### src/hw/rtl/bblru_pkg.sv
// Shared constants for the byte budget LRU cache.
`default_nettype none
package bblru_pkg;
    localparam logic [2:0] OUT_HIT       = 3'd0;
    localparam logic [2:0] OUT_INSERTED  = 3'd1;
    localparam logic [2:0] OUT_NOT_FOUND = 3'd2;
    localparam logic [2:0] OUT_TOO_LARGE = 3'd3;
    localparam logic [2:0] OUT_DISABLED  = 3'd4;

    localparam logic REG_CACHE_ENABLE   = 1'b0;
    localparam logic REG_CAPACITY_BYTES = 1'b1;
endpackage
`default_nettype wire

### src/hw/rtl/bblru_store.sv
// Slot store: key and cost memories, one read and one write port each.
`default_nettype none
module bblru_store
    import bblru_pkg::*;
#(
    parameter int SLOTS    = 16,
    parameter int KEY_BITS = 32
)
(
    input  wire logic                      clk,
    input  wire logic [$clog2(SLOTS)-1:0]  rd_addr,
    output logic      [KEY_BITS-1:0]       rd_key,
    output logic      [31:0]               rd_cost,
    input  wire logic                      wr_en,
    input  wire logic [$clog2(SLOTS)-1:0]  wr_addr,
    input  wire logic [KEY_BITS-1:0]       wr_key,
    input  wire logic [31:0]               wr_cost
);
    logic [KEY_BITS-1:0] key_mem [SLOTS];
    logic [31:0]         cost_mem [SLOTS];

    always_ff @(posedge clk)
    begin
        if (wr_en)
        begin
            key_mem[wr_addr]  <= wr_key;
            cost_mem[wr_addr] <= wr_cost;
        end
        rd_key  <= key_mem[rd_addr];
        rd_cost <= cost_mem[rd_addr];
    end
endmodule
`default_nettype wire

### src/hw/rtl/byte_budget_lru_cache_top.sv
// Top level of the byte budget LRU cache directory.
//
// Channel   Direction  Handshake          Word
// cfg       in         cfg_we             cfg_index, cfg_data
// request   in         in_valid/in_ready  file_key, file_exists, file_size
// result    out        out_valid/out_ready outcome, evicted_count, bytes_cached
//
// A request is handled by a sequencer that reads the slot memory one entry a
// cycle. The lookup walks every slot; each eviction takes one further walk of
// the slot ages, one memory read of the victim's cost and the subtraction,
// followed by a fresh decision, or by the insertion straight away when only a
// free slot was lacking; an insertion writes the new entry. Ages and valid
// bits sit in flip-flops, reset to zero; keys and costs are undefined until
// written and need no clearing pass.
// The result is held in an output register: a stalled consumer only holds the
// sequencer once a finished word waits there.
`default_nettype none
module byte_budget_lru_cache_top
    import bblru_pkg::*;
#(
    parameter int SLOTS    = 16,
    parameter int KEY_BITS = 32
)
(
    input  wire logic        clk,
    input  wire logic        rst_n,
    input  wire logic        cfg_we,
    input  wire logic        cfg_index,
    input  wire logic [31:0] cfg_data,
    input  wire logic        in_valid,
    output logic             in_ready,
    input  wire logic [31:0] file_key,
    input  wire logic        file_exists,
    input  wire logic [31:0] file_size,
    output logic             out_valid,
    input  wire logic        out_ready,
    output logic [2:0]       outcome,
    output logic [4:0]       evicted_count,
    output logic [31:0]      bytes_cached
);
    localparam int AW = $clog2(SLOTS);
    localparam int CW = $clog2(SLOTS + 1);

    localparam logic [2:0] ST_IDLE   = 3'd0;
    localparam logic [2:0] ST_LOOK   = 3'd1;
    localparam logic [2:0] ST_DECIDE = 3'd2;
    localparam logic [2:0] ST_FIND   = 3'd3;
    localparam logic [2:0] ST_EVRD   = 3'd4;
    localparam logic [2:0] ST_EVSUB  = 3'd5;
    localparam logic [2:0] ST_INSERT = 3'd6;
    localparam logic [2:0] ST_DONE   = 3'd7;

    // Configuration registers.
    logic        enable_reg;
    logic [31:0] capacity_reg;

    // Per-slot state in flip-flops.
    logic [SLOTS-1:0] valid_reg;
    logic [AW-1:0]    age_reg [SLOTS];

    logic [2:0]          state_reg;
    logic [CW-1:0]       idx_reg;
    logic [KEY_BITS-1:0] key_reg;
    logic                exists_reg;
    logic [32:0]         cost_reg;
    logic [31:0]         bytes_reg;
    logic                hit_found_reg;
    logic [AW-1:0]       hit_slot_reg;
    logic [AW-1:0]       victim_reg;
    logic                victim_ok_reg;
    logic [AW-1:0]       pend_addr_reg;
    logic                pend_reg;
    logic [4:0]          evicted_reg;
    logic                full_evict_reg;

    logic        out_valid_reg;
    logic [2:0]  outcome_reg;
    logic [2:0]  outcome_out_reg;
    logic [4:0]  evicted_out_reg;
    logic [31:0] bytes_out_reg;

    logic [KEY_BITS-1:0] rd_key;
    logic [31:0]         rd_cost;
    logic [AW-1:0]       rd_addr;
    logic                wr_en;
    logic [AW-1:0]       free_slot;
    logic                has_free;

    bblru_store #(.SLOTS(SLOTS), .KEY_BITS(KEY_BITS)) u_store (
        .clk     (clk),
        .rd_addr (rd_addr),
        .rd_key  (rd_key),
        .rd_cost (rd_cost),
        .wr_en   (wr_en),
        .wr_addr (free_slot),
        .wr_key  (key_reg),
        .wr_cost (cost_reg[31:0])
    );

    always_comb
    begin
        rd_addr = (state_reg == ST_LOOK) ? idx_reg[AW-1:0] : victim_reg;
        wr_en   = (state_reg == ST_INSERT);
    end

    // Lowest invalid slot, a priority encode over the valid bits.
    always_comb
    begin
        has_free  = 1'b0;
        free_slot = '0;
        for (int i = SLOTS - 1; i >= 0; i--)
        begin
            if (!valid_reg[i])
            begin
                has_free  = 1'b1;
                free_slot = AW'(i);
            end
        end
    end

    assign in_ready      = (state_reg == ST_IDLE);
    assign out_valid     = out_valid_reg;
    assign outcome       = outcome_out_reg;
    assign evicted_count = evicted_out_reg;
    assign bytes_cached  = bytes_out_reg;

    logic [32:0] need;
    assign need = {1'b0, bytes_reg} + cost_reg;

    always_ff @(posedge clk or negedge rst_n)
    begin
        if (!rst_n)
        begin
            enable_reg    <= 1'b0;
            capacity_reg  <= '0;
            valid_reg     <= '0;
            for (int i = 0; i < SLOTS; i++)
            begin
                age_reg[i] <= '0;
            end
            state_reg     <= ST_IDLE;
            idx_reg       <= '0;
            bytes_reg     <= '0;
            out_valid_reg <= 1'b0;
            hit_found_reg <= 1'b0;
            pend_reg      <= 1'b0;
            victim_ok_reg <= 1'b0;
            evicted_reg   <= '0;
            full_evict_reg <= 1'b0;
        end
        else
        begin
            if (cfg_we)
            begin
                if (cfg_index == REG_CACHE_ENABLE)
                begin
                    enable_reg <= cfg_data[0];
                end
                else
                begin
                    capacity_reg <= cfg_data;
                end
            end
            // The finishing state refills the output register itself.
            if (out_valid_reg && out_ready && state_reg != ST_DONE)
            begin
                out_valid_reg <= 1'b0;
            end

            case (state_reg)
                ST_IDLE:
                begin
                    if (in_valid)
                    begin
                        key_reg       <= KEY_BITS'(file_key);
                        exists_reg    <= file_exists;
                        cost_reg      <= {1'b0, file_size} + 33'd1;
                        idx_reg       <= '0;
                        hit_found_reg <= 1'b0;
                        pend_reg      <= 1'b0;
                        evicted_reg   <= '0;
                        full_evict_reg <= 1'b0;
                        if (!enable_reg)
                        begin
                            outcome_reg <= OUT_DISABLED;
                            state_reg   <= ST_DONE;
                        end
                        else
                        begin
                            state_reg <= ST_LOOK;
                        end
                    end
                end
                ST_LOOK:
                begin
                    // Compare the entry read in the previous cycle.
                    if (pend_reg && valid_reg[pend_addr_reg] && rd_key == key_reg
                        && !hit_found_reg)
                    begin
                        hit_found_reg <= 1'b1;
                        hit_slot_reg  <= pend_addr_reg;
                    end
                    pend_reg      <= (idx_reg < CW'(SLOTS));
                    pend_addr_reg <= idx_reg[AW-1:0];
                    if (idx_reg == CW'(SLOTS))
                    begin
                        state_reg <= ST_DECIDE;
                    end
                    else
                    begin
                        idx_reg <= idx_reg + CW'(1);
                    end
                end
                ST_DECIDE:
                begin
                    if (hit_found_reg)
                    begin
                        for (int i = 0; i < SLOTS; i++)
                        begin
                            if (valid_reg[i] && age_reg[i] < age_reg[hit_slot_reg])
                            begin
                                age_reg[i] <= age_reg[i] + AW'(1);
                            end
                        end
                        age_reg[hit_slot_reg] <= '0;
                        outcome_reg <= OUT_HIT;
                        state_reg   <= ST_DONE;
                    end
                    else if (!exists_reg)
                    begin
                        outcome_reg <= OUT_NOT_FOUND;
                        state_reg   <= ST_DONE;
                    end
                    else if (cost_reg > {1'b0, capacity_reg})
                    begin
                        outcome_reg <= OUT_TOO_LARGE;
                        state_reg   <= ST_DONE;
                    end
                    else if (need > {1'b0, capacity_reg} || !has_free)
                    begin
                        full_evict_reg <= !(need > {1'b0, capacity_reg});
                        idx_reg        <= '0;
                        victim_ok_reg  <= 1'b0;
                        state_reg      <= ST_FIND;
                    end
                    else
                    begin
                        state_reg <= ST_INSERT;
                    end
                end
                ST_FIND:
                begin
                    // Oldest valid slot, one slot a cycle.
                    if (idx_reg == CW'(SLOTS))
                    begin
                        state_reg <= victim_ok_reg ? ST_EVRD : ST_DONE;
                        if (!victim_ok_reg)
                        begin
                            outcome_reg <= OUT_TOO_LARGE;
                        end
                    end
                    else
                    begin
                        if (valid_reg[idx_reg[AW-1:0]] && (!victim_ok_reg
                            || age_reg[idx_reg[AW-1:0]] > age_reg[victim_reg]))
                        begin
                            victim_reg    <= idx_reg[AW-1:0];
                            victim_ok_reg <= 1'b1;
                        end
                        idx_reg <= idx_reg + CW'(1);
                    end
                end
                ST_EVRD:
                begin
                    // Cost read is under way.
                    state_reg <= ST_EVSUB;
                end
                ST_EVSUB:
                begin
                    bytes_reg              <= bytes_reg - rd_cost;
                    valid_reg[victim_reg]  <= 1'b0;
                    evicted_reg            <= evicted_reg + 5'd1;
                    if (full_evict_reg)
                    begin
                        state_reg <= ST_INSERT;
                    end
                    else
                    begin
                        state_reg <= ST_DECIDE;
                    end
                end
                ST_INSERT:
                begin
                    for (int i = 0; i < SLOTS; i++)
                    begin
                        if (valid_reg[i])
                        begin
                            age_reg[i] <= age_reg[i] + AW'(1);
                        end
                    end
                    age_reg[free_slot]   <= '0;
                    valid_reg[free_slot] <= 1'b1;
                    bytes_reg            <= bytes_reg + cost_reg[31:0];
                    outcome_reg          <= OUT_INSERTED;
                    state_reg            <= ST_DONE;
                end
                default:
                begin
                    // Hand the word over once the output register is free.
                    if (!out_valid_reg || out_ready)
                    begin
                        out_valid_reg   <= 1'b1;
                        outcome_out_reg <= outcome_reg;
                        evicted_out_reg <= evicted_reg;
                        bytes_out_reg   <= bytes_reg;
                        state_reg       <= ST_IDLE;
                    end
                end
            endcase
        end
    end

    // A request is only taken while no work is in progress.
    a_ready_idle: assert property (@(posedge clk) disable iff (!rst_n)
        in_ready |-> state_reg == ST_IDLE)
        else $error("ready outside idle");

    // An insertion always leaves its slot valid.
    a_insert_valid: assert property (@(posedge clk) disable iff (!rst_n)
        (state_reg == ST_INSERT) |=> valid_reg[$past(free_slot)])
        else $error("inserted slot not valid");

    // A waiting result is never overwritten.
    a_out_hold: assert property (@(posedge clk) disable iff (!rst_n)
        (out_valid && !out_ready) |=> out_valid && $stable(bytes_cached)
            && $stable(outcome) && $stable(evicted_count))
        else $error("result lost");
endmodule
`default_nettype wire
### config.mk
export PLATFORM = sky130hd
export DESIGN_NAME = byte_budget_lru_cache_top
export DESIGN_NICKNAME = d
export VERILOG_FILES = /design/src/hw/rtl/bblru_pkg.sv /design/src/hw/rtl/bblru_store.sv /design/src/hw/rtl/byte_budget_lru_cache_top.sv
export SDC_FILE = /design/constraint.sdc
export NUM_CORES = 2
export LEC_CHECK = 0
export BUFFER_PORTS_ARGS = -buffer_cell sky130_fd_sc_hd__buf_2
export CAP_MARGIN = 20
export CORE_MARGIN = 4
export CORE_UTILIZATION = 39
export CTS_CLUSTER_SIZE = 16
export DETAILED_ROUTE_END_ITERATION = 7
export GPL_TIMING_DRIVEN = 0
export PLACE_DENSITY = 0.55
export SETUP_SLACK_MARGIN = 0.05
export SKIP_CTS_REPAIR_TIMING = 1
export SYNTH_ARGS = -nofsm -noshare
export SYNTH_HDL_FRONTEND = slang
export SYNTH_SLANG_ARGS = --single-unit
### constraint.sdc
create_clock -name clk -period 9.9 [get_ports clk]
set_clock_uncertainty 0.2 [all_clocks]
set_input_delay 1.98 -clock clk [delete_from_list [all_inputs] [get_ports clk]]
set_output_delay 1.98 -clock clk [all_outputs]
set_load 0.01 [all_outputs]
[Word-level counts from Yosys, hierarchy flattened]
Memory sizes are Yosys's and may differ from the RTL's. A register that Yosys moved wholly into a read port is not among the register bits.
Cells that the tools add are included.
Operators by class
  $add $sub $neg: 22
  $lt $le $gt $ge: 32
  equal/unequal tests: 24
  multiplexer cells: 187
  bitwise operators: 14
  reductions and logical operators: 62
Operators by type and width (count)
  4-bit two-way mux: 105
  64-bit bitwise AND: 2
  64-bit inverter: 2
  64-bit case mux with 2 select lines: 1
  33-bit by 32-bit > comparator with 1-bit output: 2
  4-bit by 1-bit adder with 4-bit output (second input constant): 16
  4-bit less-than comparator: 16
  64-bit two-way mux: 1
  32-bit case mux with 2 select lines: 1
  3-bit two-way mux: 17
  4-bit binary-select mux with 4-bit select: 3
  1-bit two-way mux: 37
  32-bit by 1-bit adder with 33-bit output (second input constant): 1
  32-bit by 33-bit adder with 33-bit output: 1
  32-bit adder: 1
  4-bit demux with 4-bit select: 2
  32-bit == test: 1
  16-bit case mux with 2 select lines: 1
  32-bit subtractor: 1
  5-bit two-way mux: 6
  1-bit logical AND: 26
  2-bit inequality test (second input constant): 12
  3-bit case mux with 7 select lines: 1
  7-bit AND reduction: 3
  39 further kinds: 82
Storage, ports and cells
  register bits: 284
  bits in writable memories: 1024
  output and inout port bits: 42
  memories kept: 2
Memory list
  u_store.cost_mem: depth 16, bits a word 32, read ports 1, clocked after memory_dff 1, wr ports 1, line bblru_store.sv:20  | logic [31:0] cost_mem [SLOTS];
  u_store.key_mem: depth 16, bits a word 32, read ports 1, clocked after memory_dff 1, wr ports 1, line bblru_store.sv:19  | logic [KEY_BITS-1:0] key_mem [SLOTS];

[Longest topological paths before layout]
  depth after elaboration: 24
  mapped depth: 22

[Hierarchy]
From an unflattened synthesis, not the netlist that was laid out.
Unflattened totals
  cell total of the unflattened synthesis: 3769
  area, all modules: 60589.4 sq um
By module, submodules not included
  bblru_store: times used 1, cells an instance 1647, area each 39585.5 sq um, sequential area each 32030.7 sq um
  byte_budget_lru_cache_top: times used 1, cells an instance 2122, area each 21003.9 sq um, sequential area each 7712.4 sq um

[Worst setup path before layout]
OpenSTA, ideal clock, no wires.
  path type: register to register
  start: register state_reg[1]
  end: register valid_reg[12]
  library setup time: 76 ps
  arrival: 5055 ps
  data required time: 9624 ps
  setup slack: 4569 ps
  stages on the path, launching flop included: 9
  cells stage by stage: dfrtp_1 > clkbuf_1 > nor2b_1 > and2_0 > clkbuf_1 > clkbuf_1 > nand2_1 > nor2_1 > o32a_1
Between the ends
  word-level cells in the longest chain between the ends: 2
  elaborated cells on any way between the ends: 4
Ends and longest elaborated chain
  from (decl): line byte_budget_lru_cache_top.sv:61  | logic [2:0] state_reg;
  from (signal assigned): line byte_budget_lru_cache_top.sv:256  | state_reg <= victim_ok_reg ? ST_EVRD : ST_DONE;
  3-bit == test: line byte_budget_lru_cache_top.sv:170  | case (state_reg)
  16-bit case mux with 2 select lines / 2-bit nonzero test (equally long branches)
  to (signal assigned): line byte_budget_lru_cache_top.sv:136  | valid_reg <= '0;
  to (signal, indexed assignment): line byte_budget_lru_cache_top.sv:281  | valid_reg[victim_reg] <= 1'b0;
  to (signal, indexed assignment): line byte_budget_lru_cache_top.sv:302  | valid_reg[free_slot] <= 1'b1;
  to (decl): line byte_budget_lru_cache_top.sv:58  | logic [SLOTS-1:0] valid_reg;
Several ways; a longest one is shown, not always the timed one.
A chain may end at the register's enable or synchronous reset.

[Final worst setup path]
  start: register state_reg[1]
  end: register bytes_reg[30]
Between the ends
  word-level cells in the longest chain between the ends: 2
  elaborated cells on any way between the ends: 4
Ends and longest elaborated chain
  3-bit == test: line byte_budget_lru_cache_top.sv:170
  32-bit case mux with 2 select lines / 2-bit nonzero test (equally long branches)
  to (signal assigned): line byte_budget_lru_cache_top.sv:280  | bytes_reg <= bytes_reg - rd_cost;
  to (signal assigned): line byte_budget_lru_cache_top.sv:303  | bytes_reg <= bytes_reg + cost_reg[31:0];
  to (decl): line byte_budget_lru_cache_top.sv:66  | logic [31:0] bytes_reg;
Several ways; a longest one is shown, not always the timed one.

==> summary.txt <==
Outcome
  • Outcome: completed

Logic synthesis
  • Synthesized area: 0.0628 mm^2
  • Number of warnings issued by yosys: 0
  • Post-synthesis cell type count: just over 90
  • Number of synthesized flops with an enable pin: 1145
  • Cells after synthesis: 4994
  • Post-Synthesis Mean Instance Area: 12.6 um^2
  • Most area-hungry cell type in the Yosys netlist: sky130_fd_sc_hd__edfxtp_1
  • Post-synthesis sequential element count: roughly 1400
  • Leading register cell type out of synthesis: sky130_fd_sc_hd__edfxtp_1
  • Most area-consuming cells after synthesis: sky130_fd_sc_hd__edfxtp_1 (55%), sky130_fd_sc_hd__dfrtp_1 (6.5%), sky130_fd_sc_hd__nand2_1 (4.1%), sky130_fd_sc_hd__ha_1 (4.0%), sky130_fd_sc_hd__a211oi_1 (4.0%)
  • Async set or reset register ratio after synthesis: 11.9%
  • Sequential element share of the synthesized area: 63.3%
  • Share of the synthesized area in the top cell type: 54.7%
  • Post-synthesis net count: 5299

STA
  • Tightest hold margin: 0.256 ns
  • Final min period: roughly 7 ns
  • RSZ-0062 raised after global routing: false
  • Timing-limited maximum frequency: 0.143 GHz
  • Final setup vio count: 0
  • Slew at the pin closest to its max-slew limit: 1.20 ns
  • Tcrit/Tclk final: 70.6%
  • Slew margin rel.: approximately 18%
  • Final Max Slew Viols: 0
  • Final number of hold-violating endpoints: 0

Clocking
  • Clock network latency to the later pin of the worst-skew pair: 0.78 ns
  • Number of sinks driven by the clock tree: 1372
  • Clk root buf: sky130_fd_sc_hd__clkbuf_16
  • Clock tree from TritonCTS: done
  • Clock-pin slew reported for the worst setup and hold paths after clock tree synthesis: 0.06 ns
  • H-Tree Level Count: 4
  • Maximum count of clock buffers along a single path: 3
  • Inserted Clock Buffers: 152

GRT
  • Number of antenna violations at the first check in global routing: 7
  • Global routing usage summed across all routing layers: about 22%
  • Number of global-route vias before repair: 41700
  • Global-route wire length before repair: 272000 um
  • Sum of overflow across all layers after global routing: 0
  • Maximum number of pins on one net before global-route repair: 109

Die
  • # IOs: 145
  • Die width: 409 um
  • Placement row count: approximately 150
  • Floorplan die height: 409 um
  • CORE AREA: 0.160 mm^2
  • Overall die area: 0.168 mm^2
  • Initial Util: 39.2%

Layout
  • Top library cells by usage in the layout, fill and taps aside: sky130_fd_sc_hd__edfxtp_1 (1145), sky130_fd_sc_hd__nand2_1 (694), sky130_fd_sc_hd__a211oi_1 (331), sky130_fd_sc_hd__a21oi_1 (316), sky130_fd_sc_hd__clkbuf_1 (278)
  • Fraction of final layout cells sized beyond drive strength 1: 10.9%
  • Commonest non-fill, non-tap cell in the layout: sky130_fd_sc_hd__edfxtp_1
  • Total inserted antenna cells: 0
  • Fill cell count: 14700
  • Number of nets at the end of the flow: 5644
  • Final non-filler cell area: slightly above 0.07 mm^2
  • Relative area change from synthesis to final layout: 14.9%

Worst setup path
  • Data required time of the critical path: about 10 ns
  • Nature of the critical path startpoint: flop
  • Worst setup path class: reg -> reg
  • Category of the worst setup path capture point: flop
  • Crit-path max FO: 10
  • Arrival time reported for the critical path endpoint: about 7.5 ns

Routing
  • Top layer used by detailed routing: met4
  • Length of routed met2 wiring: 85700 um
  • Post-DRT Antenna Nets: 0
  • Initial DRT Pass Iterations: 6
  • Vias per cell: 5.62
  • Met3 routed WL: around 11000 um
  • Detailed-route via count: 42900
  • 1st-iter DRT viols: between 4000 and 5000
  • Final routed DRC violation total: 0
  • Routed wire length: 184000 um
  • Met1 wire length: 83500 um
  • Wire per inst: 24.2 um

Placed design
  • Total of buffers placed on input and output ports: 144
  • Global placement routability congestion: slightly above 0.9
  • Post-detailed-placement cell area: just under 0.07 mm^2
  • Estimated wirelength of the detail-placed design: 130000 um

Worst hold path
  • Worst min-delay path class: reg -> reg

Pwr
  • Leakage power: around 25 nW
  • Maximum VDD drop: between 0.15 and 0.2 mV
  • Power density cells: 269 mW/mm^2

Flow run
  • Reported max-cap violation count: 0
-- Yosys cell counts, types with 21 or more instances --
master	n
sky130_fd_sc_hd__a211oi_1	331
sky130_fd_sc_hd__a21o_1	49
sky130_fd_sc_hd__a21oi_1	316
sky130_fd_sc_hd__a311oi_1	128
sky130_fd_sc_hd__a31oi_1	161
sky130_fd_sc_hd__and2_1	266
sky130_fd_sc_hd__and3_1	25
sky130_fd_sc_hd__buf_1	21
sky130_fd_sc_hd__buf_2	28
sky130_fd_sc_hd__clkbuf_1	238
sky130_fd_sc_hd__dfrtp_1	163
sky130_fd_sc_hd__dfxtp_1	64
sky130_fd_sc_hd__edfxtp_1	1145
sky130_fd_sc_hd__ha_1	200
sky130_fd_sc_hd__inv_1	105
sky130_fd_sc_hd__mux2_2	35
sky130_fd_sc_hd__mux4_2	70
sky130_fd_sc_hd__nand2_1	694
sky130_fd_sc_hd__nand2b_1	41
sky130_fd_sc_hd__nand3_1	60
sky130_fd_sc_hd__nand4_1	45
sky130_fd_sc_hd__nor2_1	195
sky130_fd_sc_hd__nor2b_1	22
sky130_fd_sc_hd__nor3_1	42
sky130_fd_sc_hd__o21ai_0	167
sky130_fd_sc_hd__xnor2_1	88
sky130_fd_sc_hd__xor2_1	54
-- worst paths after layout --
kind / slack [ns] / endpoint / startpoint / depth (start not counted)
min in group asynchronous: 0.94 / age_reg[48] / rst_n / 1
worst max-delay path: 2.91 / bytes_reg[30] / state_reg[1] / 17
worst min register to register: 0.26 / outcome[0] / outcome_reg[0] / 0
max in group asynchronous: 7.57 / capacity_reg[27] / rst_n / 2
worst max register to register: 2.91 / bytes_reg[30] / state_reg[1] / 17
worst min-delay path: 0.26 / outcome[0] / outcome_reg[0] / 0
-- power by group --
group | internal [W] | total (W) | switching [W]
clock | 0.00319 | 0.00555 | 0.00236
combinational | 0.00227 | 0.00670 | 0.00443
sequential | 0.00673 | 0.00719 | 0.000452
-- cell families after synthesis --
kind of cell | count (synthesis) | share of synthesized area [%]
compound gates | 1310 | 14.0
xor+xnor | 142 | 1.98
fa+ha+maj | 202 | 4.05
buf+inv | 393 | 2.40
flops | 1372 | 63.3
mux | 117 | 3.33
simple gates | 1458 | 11.0
-- metal layers --
| metal | up-vias | global-route usage, % |
|---|---|---|
| met5 | - | 0 |
| met4 | 0 | 5.47 |
| met3 | 237 | 3.11 |
| met2 | 1416 | 34.8 |
| met1 | 21400 | 30.7 |
| li1 | 19800 | - |
-- critical path, stage by stage, from the launching register on --
cell	delay [ns]
sky130_fd_sc_hd__dfrtp_1	0.35
sky130_fd_sc_hd__clkbuf_1	0.34
sky130_fd_sc_hd__nor2b_1	0.78
sky130_fd_sc_hd__and2_0	0.47
sky130_fd_sc_hd__clkbuf_1	0.44
sky130_fd_sc_hd__clkbuf_1	0.72
sky130_fd_sc_hd__o21ai_0	0.24
sky130_fd_sc_hd__ha_1	0.28
sky130_fd_sc_hd__fa_1	0.42
sky130_fd_sc_hd__a21o_1	0.20
sky130_fd_sc_hd__a21oi_1	0.29
sky130_fd_sc_hd__nor4b_1	0.12
sky130_fd_sc_hd__a211oi_1	0.76
sky130_fd_sc_hd__o2111ai_1	0.23
sky130_fd_sc_hd__o211ai_1	0.29
sky130_fd_sc_hd__o31ai_1	0.19
sky130_fd_sc_hd__or4b_1	0.48
sky130_fd_sc_hd__nand3_1	0.09
-- layout make-up --
class,count,area (um^2),area share (%)
well taps,2160,2700,3.75
inverters,106,398,0.551
clock buffers,209,4210,5.83
repair buffers,191,1590,2.21
multi-input cells,3229,21700,30.1
plain buffers,287,1120,1.55
clock inverters,72,704,0.976
flip-flops and latches,1372,39700,55.1
-- per-stage QoR --
step	setup TNS, ns	cells	total power (W)	setup slack (ns)	utilization (%)
6_report	0	7626	0.0194	2.91	45.0
5_1_grt	0	7626	0.0205	2.60	45.0
4_1_cts	0	7626	0.0195	2.84	45.0
3_5_place_dp	0	7345	0.0139	2.86	41.9
3_3_place_gp	-0.819	7298	0.0138	-0.180	41.3
2_1_floorplan	0	4994	0.0115	4.57	-
Power figures use the tool's default switching activity.
